**src/sv/lpf4_pkg.sv**
```systemverilog
// Shared constants, types and command codes for the four-pole ladder filter.
package lpf4_pkg;

    localparam int STATE_FRAC_BITS = 24;   // Q8.24 filter state
    localparam int COEF_FRAC_BITS  = 14;   // Q3.14 coefficients
    localparam int SAMPLE_W        = 16;
    localparam int STATE_W         = 32;
    localparam int COEF_W          = 17;
    localparam int MODE_W          = 2;
    localparam int CFG_IDX_W       = 3;
    localparam int MUL_W           = STATE_W + 1;
    localparam int PROD_W          = 2 * MUL_W;
    localparam int IN_SHIFT        = STATE_FRAC_BITS - (SAMPLE_W - 1);
    localparam int SIXTH_FRAC      = 20;
    localparam int SIXTH_Q20       = 174763;  // 1/6 in Q0.20

    // stage register indices
    localparam logic [1:0] STG_ONE   = 2'd0;
    localparam logic [1:0] STG_TWO   = 2'd1;
    localparam logic [1:0] STG_THREE = 2'd2;
    localparam logic [1:0] STG_FOUR  = 2'd3;

    typedef enum logic [CFG_IDX_W-1:0] {
        REG_ENABLE,
        REG_MODE,
        REG_COEF_P,
        REG_COEF_F,
        REG_COEF_Q
    } cfg_reg_t;

    typedef enum logic [MODE_W-1:0] {
        MODE_LOWPASS,
        MODE_BANDPASS,
        MODE_HIGHPASS
    } mode_t;

    // multiplier operand A source
    typedef enum logic [3:0] {
        OPA_FB_SUM,
        OPA_S1_SUM,
        OPA_S2_SUM,
        OPA_S3_SUM,
        OPA_S1,
        OPA_S2,
        OPA_S3,
        OPA_S4,
        OPA_SQ,
        OPA_CLO,
        OPA_CHI
    } opa_t;

    // multiplier operand B source
    typedef enum logic [2:0] {
        OPB_P,
        OPB_F,
        OPB_Q,
        OPB_S4,
        OPB_SIXTH
    } opb_t;

    // what happens to the product registered in the previous cycle
    typedef enum logic [2:0] {
        POST_NONE,
        POST_FB,
        POST_LOAD,
        POST_FIN,
        POST_SQ,
        POST_CUBE,
        POST_TERM
    } post_t;

    typedef struct packed {
        logic                      enable;
        logic [MODE_W-1:0]         mode;
        logic signed [COEF_W-1:0]  coef_p;
        logic signed [COEF_W-1:0]  coef_f;
        logic signed [COEF_W-1:0]  coef_q;
    } cfg_t;

    typedef struct packed {
        logic       load_sample;
        opa_t       opa;
        opb_t       opb;
        post_t      post;
        logic [1:0] dst;
        logic       out_write;
        logic       bypass;
    } cmd_t;

endpackage

```
**src/sv/lpf4_ctrl.sv**
```systemverilog
// Sequencer: steps one sample through the shared multiplier schedule.
module lpf4_ctrl (
    input  logic           clk,
    input  logic           rst_n,
    input  logic           enable,
    input  logic           in_valid,
    output logic           in_ready,
    output logic           out_valid,
    input  logic           out_ready,
    output lpf4_pkg::cmd_t cmd
);

    typedef enum logic [4:0] {
        ST_IDLE,
        ST_QS4,
        ST_FB,
        ST_S1P,
        ST_S1F,
        ST_S2P,
        ST_S2F,
        ST_S3P,
        ST_S3F,
        ST_S4P,
        ST_S4FIN,
        ST_SQR,
        ST_SQ,
        ST_CUBE,
        ST_CUBEFIN,
        ST_CLO,
        ST_CHI,
        ST_TERM,
        ST_OUT
    } state_t;

    state_t state_reg, state_next;
    logic   out_valid_reg, out_valid_next;
    logic   bypass_reg, bypass_next;
    logic   out_free;

    assign out_free = !out_valid_reg || out_ready;

    always_comb
    begin
        state_next      = state_reg;
        bypass_next     = bypass_reg;
        cmd.load_sample = 1'b0;
        cmd.opa         = lpf4_pkg::OPA_S4;
        cmd.opb         = lpf4_pkg::OPB_S4;
        cmd.post        = lpf4_pkg::POST_NONE;
        cmd.dst         = lpf4_pkg::STG_ONE;
        cmd.out_write   = 1'b0;
        cmd.bypass      = bypass_reg;

        case (state_reg)
            ST_IDLE:
            begin
                if (in_valid)
                begin
                    cmd.load_sample = 1'b1;
                    bypass_next     = !enable;
                    state_next      = enable ? ST_QS4 : ST_OUT;
                end
            end
            ST_QS4:
            begin
                cmd.opb    = lpf4_pkg::OPB_Q;
                state_next = ST_FB;
            end
            ST_FB:
            begin
                cmd.opa    = lpf4_pkg::OPA_S1;
                cmd.opb    = lpf4_pkg::OPB_F;
                cmd.post   = lpf4_pkg::POST_FB;
                state_next = ST_S1P;
            end
            ST_S1P:
            begin
                cmd.opa    = lpf4_pkg::OPA_FB_SUM;
                cmd.opb    = lpf4_pkg::OPB_P;
                cmd.post   = lpf4_pkg::POST_LOAD;
                state_next = ST_S1F;
            end
            ST_S1F:
            begin
                cmd.opa    = lpf4_pkg::OPA_S2;
                cmd.opb    = lpf4_pkg::OPB_F;
                cmd.post   = lpf4_pkg::POST_FIN;
                cmd.dst    = lpf4_pkg::STG_ONE;
                state_next = ST_S2P;
            end
            ST_S2P:
            begin
                cmd.opa    = lpf4_pkg::OPA_S1_SUM;
                cmd.opb    = lpf4_pkg::OPB_P;
                cmd.post   = lpf4_pkg::POST_LOAD;
                state_next = ST_S2F;
            end
            ST_S2F:
            begin
                cmd.opa    = lpf4_pkg::OPA_S3;
                cmd.opb    = lpf4_pkg::OPB_F;
                cmd.post   = lpf4_pkg::POST_FIN;
                cmd.dst    = lpf4_pkg::STG_TWO;
                state_next = ST_S3P;
            end
            ST_S3P:
            begin
                cmd.opa    = lpf4_pkg::OPA_S2_SUM;
                cmd.opb    = lpf4_pkg::OPB_P;
                cmd.post   = lpf4_pkg::POST_LOAD;
                state_next = ST_S3F;
            end
            ST_S3F:
            begin
                cmd.opa    = lpf4_pkg::OPA_S4;
                cmd.opb    = lpf4_pkg::OPB_F;
                cmd.post   = lpf4_pkg::POST_FIN;
                cmd.dst    = lpf4_pkg::STG_THREE;
                state_next = ST_S4P;
            end
            ST_S4P:
            begin
                cmd.opa    = lpf4_pkg::OPA_S3_SUM;
                cmd.opb    = lpf4_pkg::OPB_P;
                cmd.post   = lpf4_pkg::POST_LOAD;
                state_next = ST_S4FIN;
            end
            ST_S4FIN:
            begin
                cmd.post   = lpf4_pkg::POST_FIN;
                cmd.dst    = lpf4_pkg::STG_FOUR;
                state_next = ST_SQR;
            end
            ST_SQR:
            begin
                state_next = ST_SQ;
            end
            ST_SQ:
            begin
                cmd.post   = lpf4_pkg::POST_SQ;
                state_next = ST_CUBE;
            end
            ST_CUBE:
            begin
                cmd.opa    = lpf4_pkg::OPA_SQ;
                state_next = ST_CUBEFIN;
            end
            ST_CUBEFIN:
            begin
                cmd.post   = lpf4_pkg::POST_CUBE;
                state_next = ST_CLO;
            end
            ST_CLO:
            begin
                cmd.opa    = lpf4_pkg::OPA_CLO;
                cmd.opb    = lpf4_pkg::OPB_SIXTH;
                state_next = ST_CHI;
            end
            ST_CHI:
            begin
                cmd.opa    = lpf4_pkg::OPA_CHI;
                cmd.opb    = lpf4_pkg::OPB_SIXTH;
                cmd.post   = lpf4_pkg::POST_LOAD;
                state_next = ST_TERM;
            end
            ST_TERM:
            begin
                cmd.post   = lpf4_pkg::POST_TERM;
                state_next = ST_OUT;
            end
            ST_OUT:
            begin
                cmd.out_write = out_free;
                if (out_free)
                    state_next = ST_IDLE;
            end
            default:
            begin
                state_next = ST_IDLE;
            end
        endcase

        if (cmd.out_write)
            out_valid_next = 1'b1;
        else if (out_ready)
            out_valid_next = 1'b0;
        else
            out_valid_next = out_valid_reg;
    end

    always_ff @(posedge clk or negedge rst_n)
    begin
        if (!rst_n)
        begin
            state_reg     <= ST_IDLE;
            out_valid_reg <= 1'b0;
            bypass_reg    <= 1'b0;
        end
        else
        begin
            state_reg     <= state_next;
            out_valid_reg <= out_valid_next;
            bypass_reg    <= bypass_next;
        end
    end

    assign in_ready  = (state_reg == ST_IDLE);
    assign out_valid = out_valid_reg;

endmodule

```
**config.mk**
```make
export PLATFORM = sky130hd
export DESIGN_NAME = lpf4_ctrl
export DESIGN_NICKNAME = d
export VERILOG_FILES = /design/src/sv/lpf4_pkg.sv /design/src/sv/lpf4_ctrl.sv
export SDC_FILE = /design/constraint.sdc
export NUM_CORES = 1
export LEC_CHECK = 0
export BUFFER_PORTS_ARGS = -buffer_cell sky130_fd_sc_hd__buf_4
export CAP_MARGIN = 20
export CORE_MARGIN = 2
export CORE_UTILIZATION = 54
export DETAILED_ROUTE_END_ITERATION = 10
export GPL_TIMING_DRIVEN = 0
export PLACE_DENSITY = 0.83
export SETUP_SLACK_MARGIN = 0.2
export SLEW_MARGIN = 20
export SYNTH_ARGS = -nofsm -noshare
export SYNTH_HDL_FRONTEND = slang
export SYNTH_SLANG_ARGS = --single-unit
```
**constraint.sdc**
```tcl
create_clock -name clk -period 2.6 [get_ports clk]
set_clock_uncertainty 0.2 [all_clocks]
set_input_delay 0.26 -clock clk [delete_from_list [all_inputs] [get_ports clk]]
set_output_delay 0.26 -clock clk [all_outputs]
set_load 0.03 [all_outputs]
```
Word-level counts from Yosys, hierarchy flattened
Cells that the tools add are included.
- input port bits: 5
- output and inout port bits: 17
- bits in registers: 7
- multiplexer cells: 13
- reductions and logical operators: 12
- equality and inequality tests: 20
- operator list (operator ; number):
    5-bit one-hot mux with 19 select lines ; 1
    5-bit by 4-bit == test with 1-bit output, second input constant ; 8
    4-bit one-hot mux with 10 select lines ; 1
    5-bit by 3-bit == test with 1-bit output, second input constant ; 4
    3-bit one-hot mux with 6 select lines ; 1
    5-bit == test, second input constant ; 3
    5-bit two-way mux ; 3
    3-bit one-hot mux with 4 select lines ; 1
    4-bit OR reduction ; 3
    5-bit by 2-bit == test with 1-bit output, second input constant ; 2
    2-bit one-hot mux with 3 select lines ; 1
    5-bit by 1-bit == test with 1-bit output, second input constant ; 1
    5-bit logical NOT ; 1
    1-bit two-way mux ; 5
    5-bit OR reduction ; 1
    2-bit inequality test, second input constant ; 2
    2-bit AND reduction ; 2
    1-bit logical NOT ; 2
    2-bit nonzero test ; 1
    2-bit OR reduction ; 1
    1-bit logical OR ; 1

Longest topological paths before layout
- word-level depth: 4
- gate-level depth with buffers: 5
- mapped depth without buffers: 3

Worst setup path before layout
Ideal clock, no wire load.
- path kind: register -> output
- start point: reg state_reg[4]
- end point: out cmd[3] (netlist bit)
- path buffers: 2
- stages on the path, launching flop included: 4
- path slack: 0.360 ns
- arrival: 1.780 ns
- cells stage by stage: dfrtp_1 > buf_2 > buf_4 > nor4b_1
- RTL lines (element ; RTL line ; text):
    start: declaration ; lpf4_ctrl.sv:35 ; state_t state_reg, state_next;
    start signal: assignment ; lpf4_ctrl.sv:201 ; state_reg <= state_next;
    end: declaration ; lpf4_ctrl.sv:10 ; output lpf4_pkg::cmd_t cmd

==> metrics <==
drt wl/cell 13.1 µm; Worst EP required 2.14 ns; largest area contributor in the netlist dfrtp_1; cell depth of the worst flop-to-flop path 4; Remaining Overflow, GRT 0; synth warn 0; max reg flops 5; First-pass DRT Iterations 4; worst-path maximum fanout 10; CTS tree done; Hold Path Origin out_ready; maximum clock path buffer count 2; FF+latch count, synth 7; final estimated routing congestion in global placement 0.811; Post-Synth Simple-Gate Area 29.2%; vias in the first global route 584; most common cell in the synthesized netlist dfrtp_1; Slew HR 81.9%; worst hold path depth 2; HP Class input port to flop; clock slew at reported path FFs 0.05 ns; crit end category primary output; nets@finish 123; DR vias/cell 5.61; ys flop type dfrtp_1; Starting Density 57.6%; DRT iter0 DRCs 13; Max-cap violations 0; Die Y 41.0 µm; setup ws final 0.559 ns; crit start category flop; hold endpoint out_valid; worst-skew pair later-pin latency 0.25 ns; initial antenna violation count 0; Cell Area, Synth 741 µm²; unrepaired setup endpoints after global routing no; first-pass GRT wire length 2.62 mm; Synth area leaders dfrtp_1, buf_4, o21a_1; Ant. Diodes 0; Setup WS pre-CTS 0.834 ns; Synth async-reset ratio 100%; status finished clean; IO buf count 21; register area share after synthesis 23.6%; core area 0.00128 mm²; fillcell total 110; hold slack 0.0141 ns; Inserted Clock Buffers 3; Synth Instances 91; syn_area_per_cell 8.14 µm²; Tmin final 2.04 ns; mux cell area share after synthesis 4.22%; Mapped Nets 96; worst r2r src state_reg[1]; main combinational cell family by area after synthesis simple AND/OR/NAND/NOR gates; WP data arrival 1.58 ns; drt drc 0; largest net degree at the start of global routing 11; pins over their slew limit 0; Die W 41.0 µm; total number of H-tree levels 1; TNS Setup 0 ns; EDFF count, synth 0; Setup CP Type flop to primary output; Die ar. 0.00168 mm²; Sink Count 7; synthesized-area fraction occupied by adder cells 0%; Reg2Reg Setup Slack 1.00 ns; top post-synthesis cells by count dfrtp_1, a21oi_1; synth-to-layout area growth 28.9%; fmax 490 MHz; # IOs 22; post-synth top area share 23.6%; # setup viols final 0; Synth Area in XOR/XNOR 3.55%; compound-cell area share of the yosys netlist 26.2%; FP Rows 13; ratio of final minimum period to clock period 78.5%; GRT Util Overall 25.1%; DP Wirelength 1.28 mm; ANT nets after route 0; layout cells sized above 1 35.9%; root buf cell clkbuf_4; final WL 1.73 mm; final core utilization 74.3%; start point of the critical path state_reg[2]; Slew @ Worst Pin 0.271 ns; RR Endpoint state_reg[1]; Vias 740; Hold Fails Final Rpt 0; Netlist cell types 38; setup bufs post-CTS 0
==> cells by family after synthesis <==
kind of cell,count (synthesis)
AOI/OAI and AO/OA,29
xor gates and xnor gates,3
buffers and inverters,14
DFF,7
muxes,3
and+or+nand+nor,35
==> metal layers <==
layer / wire [µm] / track usage, % / up-vias
met3: 72 / 4.89 / 4
met4: 34 / 17.5 / 0
met2: 879 / 39.1 / 21
met1: 746 / 30.9 / 343
met5: 0 / 0 / -
li1: - / - / 372
==> how the worst max path moves through the flow <==
stage	endpoint	slack (ns)	cells after the start
after CTS	cmd[8]	0.55	5
final	cmd[8]	0.56	5
after global placement	cmd[1]	0.85	6
after global routing	cmd[1]	0.46	6
after floorplan	cmd[3]	0.36	3
after detailed placement	cmd[1]	0.83	6
==> cells in the final DEF, fill, tap and decap left out, types with 2 or more instances in the layout <==
master and count:
nor2_1 5, buf_2 3, o21bai_1 2, nor3_1 2, nor2b_1 5, mux2i_1 2, o21ai_0 5, buf_6 3
nand2b_1 2, nand3_1 2, clkbuf_4 3, o21ai_1 2, xor2_1 3, and2_1 3, a22oi_1 2, and2b_1 2
inv_1 3, buf_4 26, nand2_1 5, o21a_1 5, a21oi_1 6, dfrtp_1 7
==> stage by stage <==
step / cell area, µm² / instances
after detailed placement: 917 / 127
after global routing: 955 / 132
final: 955 / 132
after CTS: 955 / 132
after global placement: 917 / 127
after floorplan: 741 / 91
==> worst max-delay path, stage by stage, from the launching register on <==
cell and delay (ns):
dfrtp_1 0.36, buf_4 0.17, a21bo_2 0.22, a221oi_1 0.27
o21a_1 0.16, buf_4 0.15
==> what timing repair did <==
action	in CTS	in global routing
gates resized for setup	0	0
hold endpoints to repair	7	0
hold buffers	1	0
setup endpoints to repair	0	0
==> cell type report <==
type                    instances  area (µm²)  area share [%]
plain buffers                  11        86.3            9.04
clock inverters                 1        5.00           0.524
clock buffers                   3        22.5            2.36
flip-flops and latches          7         175            18.3
well taps                      15        18.8            1.97
multi-input cells              70         468            49.0
repair buffers                 22         168            17.6
inverters                       3        11.3            1.18
Power is not shown: default switching activity piles up to over one toggle a cycle in this logic, so the estimate is an artifact.
