### config.mk
export PLATFORM = sky130hd
export DESIGN_NAME = lpf4_cfg
export DESIGN_NICKNAME = d
export VERILOG_FILES = /design/src/sv/lpf4_pkg.sv /design/src/sv/lpf4_cfg.sv
export SDC_FILE = /design/constraint.sdc
export NUM_CORES = 1
export LEC_CHECK = 0
export ABC_AREA = 1
export BUFFER_PORTS_ARGS = -buffer_cell sky130_fd_sc_hd__clkbuf_2
export CORE_MARGIN = 4
export CORE_UTILIZATION = 49
export DETAILED_ROUTE_END_ITERATION = 8
export HOLD_SLACK_MARGIN = 0.15
export PLACE_DENSITY = 0.78
export SKIP_LAST_GASP = 1
export SYNTH_ARGS = -nofsm -noshare
export SYNTH_HDL_FRONTEND = slang
export SYNTH_SLANG_ARGS = --single-unit
### constraint.sdc
create_clock -name clk -period 0.8 [get_ports clk]
set_input_delay 0.16 -clock clk [delete_from_list [all_inputs] [get_ports clk]]
set_output_delay 0.16 -clock clk [all_outputs]
set_load 0.01 [all_outputs]
### src/sv/lpf4_pkg.sv
// Shared constants, types and command codes for the four-pole ladder filter.
package lpf4_pkg;

    localparam int STATE_FRAC_BITS = 24;   // Q8.24 filter state
    localparam int COEF_FRAC_BITS  = 14;   // Q3.14 coefficients
    localparam int SAMPLE_W        = 16;
    localparam int STATE_W         = 32;
    localparam int COEF_W          = 17;
    localparam int MODE_W          = 2;
    localparam int CFG_IDX_W       = 3;
    localparam int MUL_W           = STATE_W + 1;
    localparam int PROD_W          = 2 * MUL_W;
    localparam int IN_SHIFT        = STATE_FRAC_BITS - (SAMPLE_W - 1);
    localparam int SIXTH_FRAC      = 20;
    localparam int SIXTH_Q20       = 174763;  // 1/6 in Q0.20

    // stage register indices
    localparam logic [1:0] STG_ONE   = 2'd0;
    localparam logic [1:0] STG_TWO   = 2'd1;
    localparam logic [1:0] STG_THREE = 2'd2;
    localparam logic [1:0] STG_FOUR  = 2'd3;

    typedef enum logic [CFG_IDX_W-1:0] {
        REG_ENABLE,
        REG_MODE,
        REG_COEF_P,
        REG_COEF_F,
        REG_COEF_Q
    } cfg_reg_t;

    typedef enum logic [MODE_W-1:0] {
        MODE_LOWPASS,
        MODE_BANDPASS,
        MODE_HIGHPASS
    } mode_t;

    // multiplier operand A source
    typedef enum logic [3:0] {
        OPA_FB_SUM,
        OPA_S1_SUM,
        OPA_S2_SUM,
        OPA_S3_SUM,
        OPA_S1,
        OPA_S2,
        OPA_S3,
        OPA_S4,
        OPA_SQ,
        OPA_CLO,
        OPA_CHI
    } opa_t;

    // multiplier operand B source
    typedef enum logic [2:0] {
        OPB_P,
        OPB_F,
        OPB_Q,
        OPB_S4,
        OPB_SIXTH
    } opb_t;

    // what happens to the product registered in the previous cycle
    typedef enum logic [2:0] {
        POST_NONE,
        POST_FB,
        POST_LOAD,
        POST_FIN,
        POST_SQ,
        POST_CUBE,
        POST_TERM
    } post_t;

    typedef struct packed {
        logic                      enable;
        logic [MODE_W-1:0]         mode;
        logic signed [COEF_W-1:0]  coef_p;
        logic signed [COEF_W-1:0]  coef_f;
        logic signed [COEF_W-1:0]  coef_q;
    } cfg_t;

    typedef struct packed {
        logic       load_sample;
        opa_t       opa;
        opb_t       opb;
        post_t      post;
        logic [1:0] dst;
        logic       out_write;
        logic       bypass;
    } cmd_t;

endpackage

### src/sv/lpf4_cfg.sv
// Configuration register bank for the ladder filter.
module lpf4_cfg (
    input  logic                              clk,
    input  logic                              rst_n,
    input  logic                              cfg_wr_en,
    input  logic [lpf4_pkg::CFG_IDX_W-1:0]    cfg_index,
    input  logic [lpf4_pkg::COEF_W-1:0]       cfg_data,
    output lpf4_pkg::cfg_t                    cfg
);

    lpf4_pkg::cfg_t cfg_reg;

    always_ff @(posedge clk or negedge rst_n)
    begin
        if (!rst_n)
        begin
            cfg_reg <= '0;
        end
        else if (cfg_wr_en)
        begin
            case (lpf4_pkg::cfg_reg_t'(cfg_index))
                lpf4_pkg::REG_ENABLE: cfg_reg.enable <= cfg_data[0];
                lpf4_pkg::REG_MODE:   cfg_reg.mode   <= cfg_data[lpf4_pkg::MODE_W-1:0];
                lpf4_pkg::REG_COEF_P: cfg_reg.coef_p <= cfg_data;
                lpf4_pkg::REG_COEF_F: cfg_reg.coef_f <= cfg_data;
                lpf4_pkg::REG_COEF_Q: cfg_reg.coef_q <= cfg_data;
                default:              ;
            endcase
        end
    end

    assign cfg = cfg_reg;

endmodule

Yosys cells after proc, flatten, opt, wreduce, memory -nomap -nowiden
Cells that the tools add are included.
Storage, ports and cells
  word-level logic and storage cells: 15
  flip-flop bits (word level): 54
  output and inout bits: 54
  input port bits: 23
Cells by class
  reductions and logical operators: 6
  equal/unequal tests: 4
Operators by type and width (count)
  AND reduction 2 bit: 5
  equality test 3 x 2 -> 1 bit, second input constant: 2
  equality test 3 x 1 -> 1 bit, second input constant: 1
  equality test 3 bit, second input constant: 1
  zero test 3 bit: 1

Logic depth before layout (Yosys ltp)
Gate-level depths: netlist of run 1.
  word-level depth: 2
  mapped depth: 6
  mapped depth without buffers: 5

Worst setup path before layout of run 1
No wires, ideal clock.
  kind: input -> register
  from: input port cfg_wr_en
  to: register cfg_reg, in the netlist cfg[23]
  data arrival time: 0.712 ns
  required time: 0.684 ns
  path slack: -0.028 ns
  library setup time: 0.116 ns
  stages: 6
  path through: inv_1 -> nor2_4 -> nand2_2 -> buf_6 -> nand2_1 -> nand2_1
Between the ends
  longest elaborated chain between the ends: 1
Ends and longest elaborated chain
  start, declared: line lpf4_cfg.sv:5  | input logic cfg_wr_en,
  AND reduction 2 bit (no line)
  end, declared: line lpf4_cfg.sv:11  | lpf4_pkg::cfg_t cfg_reg;
No other way between the ends.
A chain may end at the register's enable or synchronous reset.

Worst setup path after layout of run 1
  from: register cfg_reg, in the netlist cfg[1]
  to: output port cfg[1] (netlist bit)
RTL lines
  end, declared: line lpf4_cfg.sv:8  | output lpf4_pkg::cfg_t cfg
No word-level cell between the ends.

==> results of run 1 <==
[metal layers]
metal,vias to the layer above,GRT usage (%),routed length (µm)
met2,94,38.1,3120
met4,0,7.11,110
met3,11,4.01,423
li1,1007,-,-
met5,-,0,0
met1,1009,30.8,2450
[cell families after synthesis]
group	synth area share (%)
simple gates	33.6
buf+inv	5.21
flops	61.2
[worst min-delay path by stage]
stage | from | to | depth (start not counted)
finish | cfg_data[0] | cfg[17]$_DFFE_PN0P_ | 3
global route | cfg_data[0] | cfg[0]$_DFFE_PN0P_ | 3
CTS | cfg_data[0] | cfg[0]$_DFFE_PN0P_ | 3
detailed placement | rst_n | cfg[40]$_DFFE_PN0P_ | 2
global placement | rst_n | cfg[40]$_DFFE_PN0P_ | 2
floorplan | rst_n | cfg[0]$_DFFE_PN0P_ | 0
[area by class of cell]
type                    instances  area, µm²  share of cell area (%)
clock buffers                   5       68.8                    2.16
clock inverters                 3       40.0                    1.26
inverters                       6       25.0                   0.786
multi-input cells             175        771                    24.2
flip-flops and latches         54       1350                    42.5
well taps                      52       65.1                    2.04
repair buffers                126        862                    27.1
[worst min-delay path, delay by kind of cell]
kind	cells	cell delay, ns
buf+inv	1	0.14
simple gates	2	0.12
[timing repair]
item / in CTS / in global routing
setup endpoints to repair: 54 / 83
endpoints found under the hold margin: 103 / 0
resized for setup: 0 / 15
buffers inserted: 16 / 14
pin swaps: 0 / 6
hold buffers: 18 / 0
[synth_stat cells]
cell type  number
dfrtp_1        54
nand2_2         3
buf_4           3
nand2_1       129
buf_2           2
buf_8           1
inv_2           2
buf_6           4
nand3_1        37
nor2_4          3
nand2_4         1
inv_1           4
nor2_1          2
[where the power goes]
group | internal, W | switching [W] | total (W) | leakage, nW
clock network | 0.000922 | 0.000870 | 0.00179 | 0.0579
registers | 0.00324 | 0.000315 | 0.00355 | 0.679
logic | 0.00100 | 0.00105 | 0.00205 | 1.12
total | 0.00516 | 0.00223 | 0.00740 | 1.86
[cells in the final DEF (no fill, tap or decap), types with 3 or more instances in the layout]
| cell | instances |
|---|---|
| buf_4 | 34 |
| buf_6 | 5 |
| clkbuf_2 | 68 |
| clkbuf_8 | 5 |
| dfrtp_1 | 54 |
| dlygate4sd3_1 | 17 |
| inv_1 | 3 |
| nand2_1 | 123 |
| nand2_2 | 7 |
| nand2_4 | 3 |
| nand3_1 | 36 |
| nor2_4 | 3 |
[stage by stage]
stage	hold slack [ns]	power, W	cells
4_1_cts	0.156	0.00725	419
3_5_place_dp	0.182	0.00519	377
6_report	0.148	0.00740	421
2_1_floorplan	-0.136	0.00432	245
3_3_place_gp	0.180	0.00514	377
5_1_grt	0.166	0.00780	421
==> flow_summary.yaml, run 1 <==
run_status:
  status: "finished with violations"
  violations: "setup timing"
synth:
  synth_nets: 268
  synth.distinct_cells: 13
  synth.top_cell.area_share_pct: 61.2
  ys_warn_count: 0
  synth.area.top_cells: "dfrtp_1 61%, nand2_1 22%, nand3_1 8.4%"
  syn_inst: 245
  synth_area_um2: 2210
  synth_top_area_cell: "dfrtp_1"
  yosys_register_bits: 54
  ys_seq_area_share_pct: 61.2
  postSynthAreaPerCell_um2: 9.01
sta:
  hold_violations: 0
  tightest_slew_ns: 0.341
  setup_viol: 56
  clock_skew_ns: 0
  slew_headroom_pct: 77.2
  final.setup.tns_ns: -10.22
  drv_slew: 0
  fmax_mhz: 986
  fin_ws_ns: -0.214
  min_period_ns: 1.01
  rsz0062_at_grt: "yes"
  final.period_utilization_pct: 127
setup_path:
  r2r_end: "cfg[30]$_DFFE_PN0P_"
  startpoint_type: "flop"
  r2r_start: "cfg[30]$_DFFE_PN0P_"
  critPathArrivalTime_ns: 0.85
  path_cells: "clkbuf_2"
  cp.depth: 1
  crit_required_ns: 0.64
  cp_max_fo: 2
  crit_family: "flip-flops"
  worstSetupStartpoint: "cfg[1]$_DFFE_PN0P_"
  worstSetupPathType: "reg -> out"
  r2r_cells: 4
  critPathBufInv: 1
  crit_path_end_kind: "primary output"
  cpMaxStageDelayCell: "dfrtp_1"
  setup.worst_path.end: "cfg[1]"
  cpPeakStageDelay_ns: 0.41
  regToRegSetupSlack_ns: -0.05
drt:
  drt_pass1_iterations: 4
  drt-initial-drc-count: 190
  vias: 2121
  drc_errors: 0
  wirelength_um: 6100
  viasPerCell: 5.04
  avgRoutedWirePerCell_um: 14.5
  postRouteAntennaNets: 0
layout:
  syn_to_final_growth_pct: 44.2
  drive_gt1_share_pct: 36.3
  final_nets: 391
  final_util_pct: 73.1
  antennaDiodeCount: 0
  largest_reg_flops: 54
  fin_area_um2: 3180
  fillerInstances: 333
global_route:
  track_usage_pct: 22.9
  overflow: 0
  grt_max_degree: 55
  antenna_found_initial: 0
  grt_pass1_vias: 2062
  grt_pass1_wl_um: 9710
clock_network:
  cts_tree: "yes"
  clk-insertion-delay-late_ns: 0.30
  cts_root_buf: "clkbuf_8"
  htree_num_levels: 2
  cts_num_sinks: 54
  cts_buffers: 5
  cts.clk_slew.worst_paths_ns: 0.10
  clockBufferDepth: 2
floorplanning:
  start_util_pct: 50.7
  fp.dieH_um: 75.1
  dieArea_um2: 5640
  die_w_um: 75.1
  ios: 77
  num_rows: 24
  core_um2: 4350
pwr:
  peakVddDrop_mv: 1.16
  power.static_leakage_nw: 1.86
  pwr_density_cell_nw_per_um2: 2320
min_path:
  hold_path.class: "in -> reg"
placed_design:
  routabilityCongestion: 0.759
  portBuffers: 76
  dpl_worst_slack_ns: -0.289
  hpwl_um: 3950
  placed_cell_area_um2: 2700
job:
  maxCapViolCount: 0
(Power assumes the default switching activity.)
==> run 2: changes to the inputs <==
CORE_UTILIZATION = 40   (was 49)
PLACE_DENSITY = 0.65   (was 0.78)
==> run 2 against run 1 <==
  * Cell count grew 3.8%
  * Sequential cell count unchanged
  * Utilization fell by 12 points
  * The run still ends with setup timing left
==> flow_summary.yaml, run 2 (synthesis gave the netlist of run 1 again) <==
sta:
  final.period_utilization_pct: 129
  slew_headroom_pct: 76.6
  hold_violations: 0
  clock_skew_ns: 0
  rsz0062_at_grt: "yes"
  fin_ws_ns: -0.230
  min_period_ns: 1.03
  tightest_slew_ns: 0.349
  final.setup.tns_ns: -10.14
  fmax_mhz: 971
  drv_slew: 0
  timing.hold.ws_ns: 0.145
  setup_viol: 57
pwr:
  p_int_w: 0.00496
  power.static_leakage_nw: 1.86
  p_clk_share_pct: 21.6
  swShare_pct: 30.4
  netSwitchingPower_w: 0.00217
  seq_power_share_pct: 49.6
  peakVddDrop_mv: 1.04
  pwr_density_cell_nw_per_um2: 2230
  pwr-share-comb_pct: 28.8
placed_design:
  routabilityCongestion: 0.772
  placed_cells: 395
  placed_cell_area_um2: 2720
  portBuffers: 76
  hpwl_um: 4110
  dpl_worst_slack_ns: -0.224
global_route:
  antenna_found_initial: 0
  track_usage_pct: 19.2
  overflow: 0
  grt_pass1_vias: 1969
  grt_max_degree: 55
  grt_pass1_wl_um: 9690
floorplanning:
  start_util_pct: 42.1
  ios: 77
  dieArea_um2: 6770
  fp.dieH_um: 82.3
  die_w_um: 82.3
  num_rows: 26
  core_um2: 5240
drt:
  wirelength_um: 6030
  drc_errors: 0
  postRouteAntennaNets: 0
  vias: 1997
  drt_pass1_iterations: 4
  viasPerCell: 4.57
  avgRoutedWirePerCell_um: 13.8
  drt-initial-drc-count: 127
setup_path:
  cpPeakStageDelay_ns: 0.42
  startpoint_type: "flop"
  cpMaxStageDelayCell: "dfrtp_1"
  crit_family: "flip-flops"
  crit_required_ns: 0.64
  cp_max_fo: 2
  crit_path_end_kind: "primary output"
  path_cells: "buf_6"
  worstSetupPathType: "reg -> out"
  critPathBufInv: 1
  critPathArrivalTime_ns: 0.87
run_status:
  violations: "setup timing"
  status: "finished with violations"
clock_network:
  cts.clk_slew.worst_paths_ns: 0.09
  clockBufferDepth: 2
  cts_num_sinks: 54
  cts_tree: "yes"
  cts_buffers: 5
  htree_num_levels: 2
  cts_root_buf: "clkbuf_8"
  clk-insertion-delay-late_ns: 0.30
layout:
  fin_area_um2: 3200
  fillerInstances: 478
  final_cells: 437
  syn_to_final_growth_pct: 44.8
  drive_gt1_share_pct: 34.9
  multiInputGateArea_um2: 766
  antennaDiodeCount: 0
  layout_common_cells: "125 x nand2_1, 63 x clkbuf_2, 54 x dfrtp_1"
  largest_reg_flops: 54
  final_nets: 389
  final_common_cell: "nand2_1"
  regArea_um2: 1350
job:
  maxCapViolCount: 0
min_path:
  hold_path.class: "in -> reg"
run 2: layout make-up:
class	instances	area share (%)
clock buffers	7	2.70
multi-input cells	175	24.0
repair buffers	124	27.4
clock inverters	1	0.157
well taps	70	2.74
inverters	6	0.783
flip-flops and latches	54	42.3
run 2: worst min-delay path, delay by kind of cell:
family | cells | cell delay [ns]
buffers and inverters | 1 | 0.12
and+or+nand+nor | 2 | 0.14
run 2: worst paths after layout:
kind / start / endpoint / slack (ns) / cells past startpoint
worst max-delay path: cfg[1]$_DFFE_PN0P_ / cfg[1] / -0.23 / 1
worst min-delay path: cfg_data[1] / cfg[18]$_DFFE_PN0P_ / 0.14 / 3
worst max register to register: cfg[32]$_DFFE_PN0P_ / cfg[32]$_DFFE_PN0P_ / -0.05 / 4
worst min register to register: cfg[5]$_DFFE_PN0P_ / cfg[5]$_DFFE_PN0P_ / 0.48 / 2
max in group asynchronous: rst_n / cfg[53]$_DFFE_PN0P_ / 0.19 / 3
min in group asynchronous: rst_n / cfg[27]$_DFFE_PN0P_ / 0.38 / 3
run 2: per-layer routing:
| layer | share of wire (%) | vias to the layer above | track usage, % |
|---|---|---|---|
| met5 | 0 | - | 0 |
| met4 | 2.6 | 0 | 8.80 |
| met3 | 5.8 | 11 | 4.01 |
| met2 | 47 | 63 | 29.2 |
| met1 | 44 | 915 | 26.4 |
| li1 | - | 1008 | - |
run 2: power by group through the flow:
stage,clock (W),sequential (W),combinational (W)
2_1_floorplan,0,0.00380,0.000518
3_3_place_gp,0,0.00359,0.00156
3_5_place_dp,0,0.00358,0.00160
4_1_cts,0.00158,0.00352,0.00191
5_1_grt,0.00168,0.00360,0.00228
6_report,0.00154,0.00354,0.00205
run 2: timing repair:
item / 4_1_cts / 5_1_grt
resized for setup: 0 / 21
setup endpoints to repair: 54 / 79
endpoints found under the hold margin: 99 / 0
pin swaps: 0 / 2
buffers inserted: 16 / 11
hold buffers: 20 / 0
run 2: through the flow:
| stage | util, % | power [W] |
|---|---|---|
| 5_1_grt | 61.0 | 0.00756 |
| 4_1_cts | 59.8 | 0.00701 |
| 6_report | 61.0 | 0.00713 |
| 3_5_place_dp | 51.9 | 0.00519 |
| 2_1_floorplan | - | 0.00432 |
| 3_3_place_gp | 51.9 | 0.00515 |
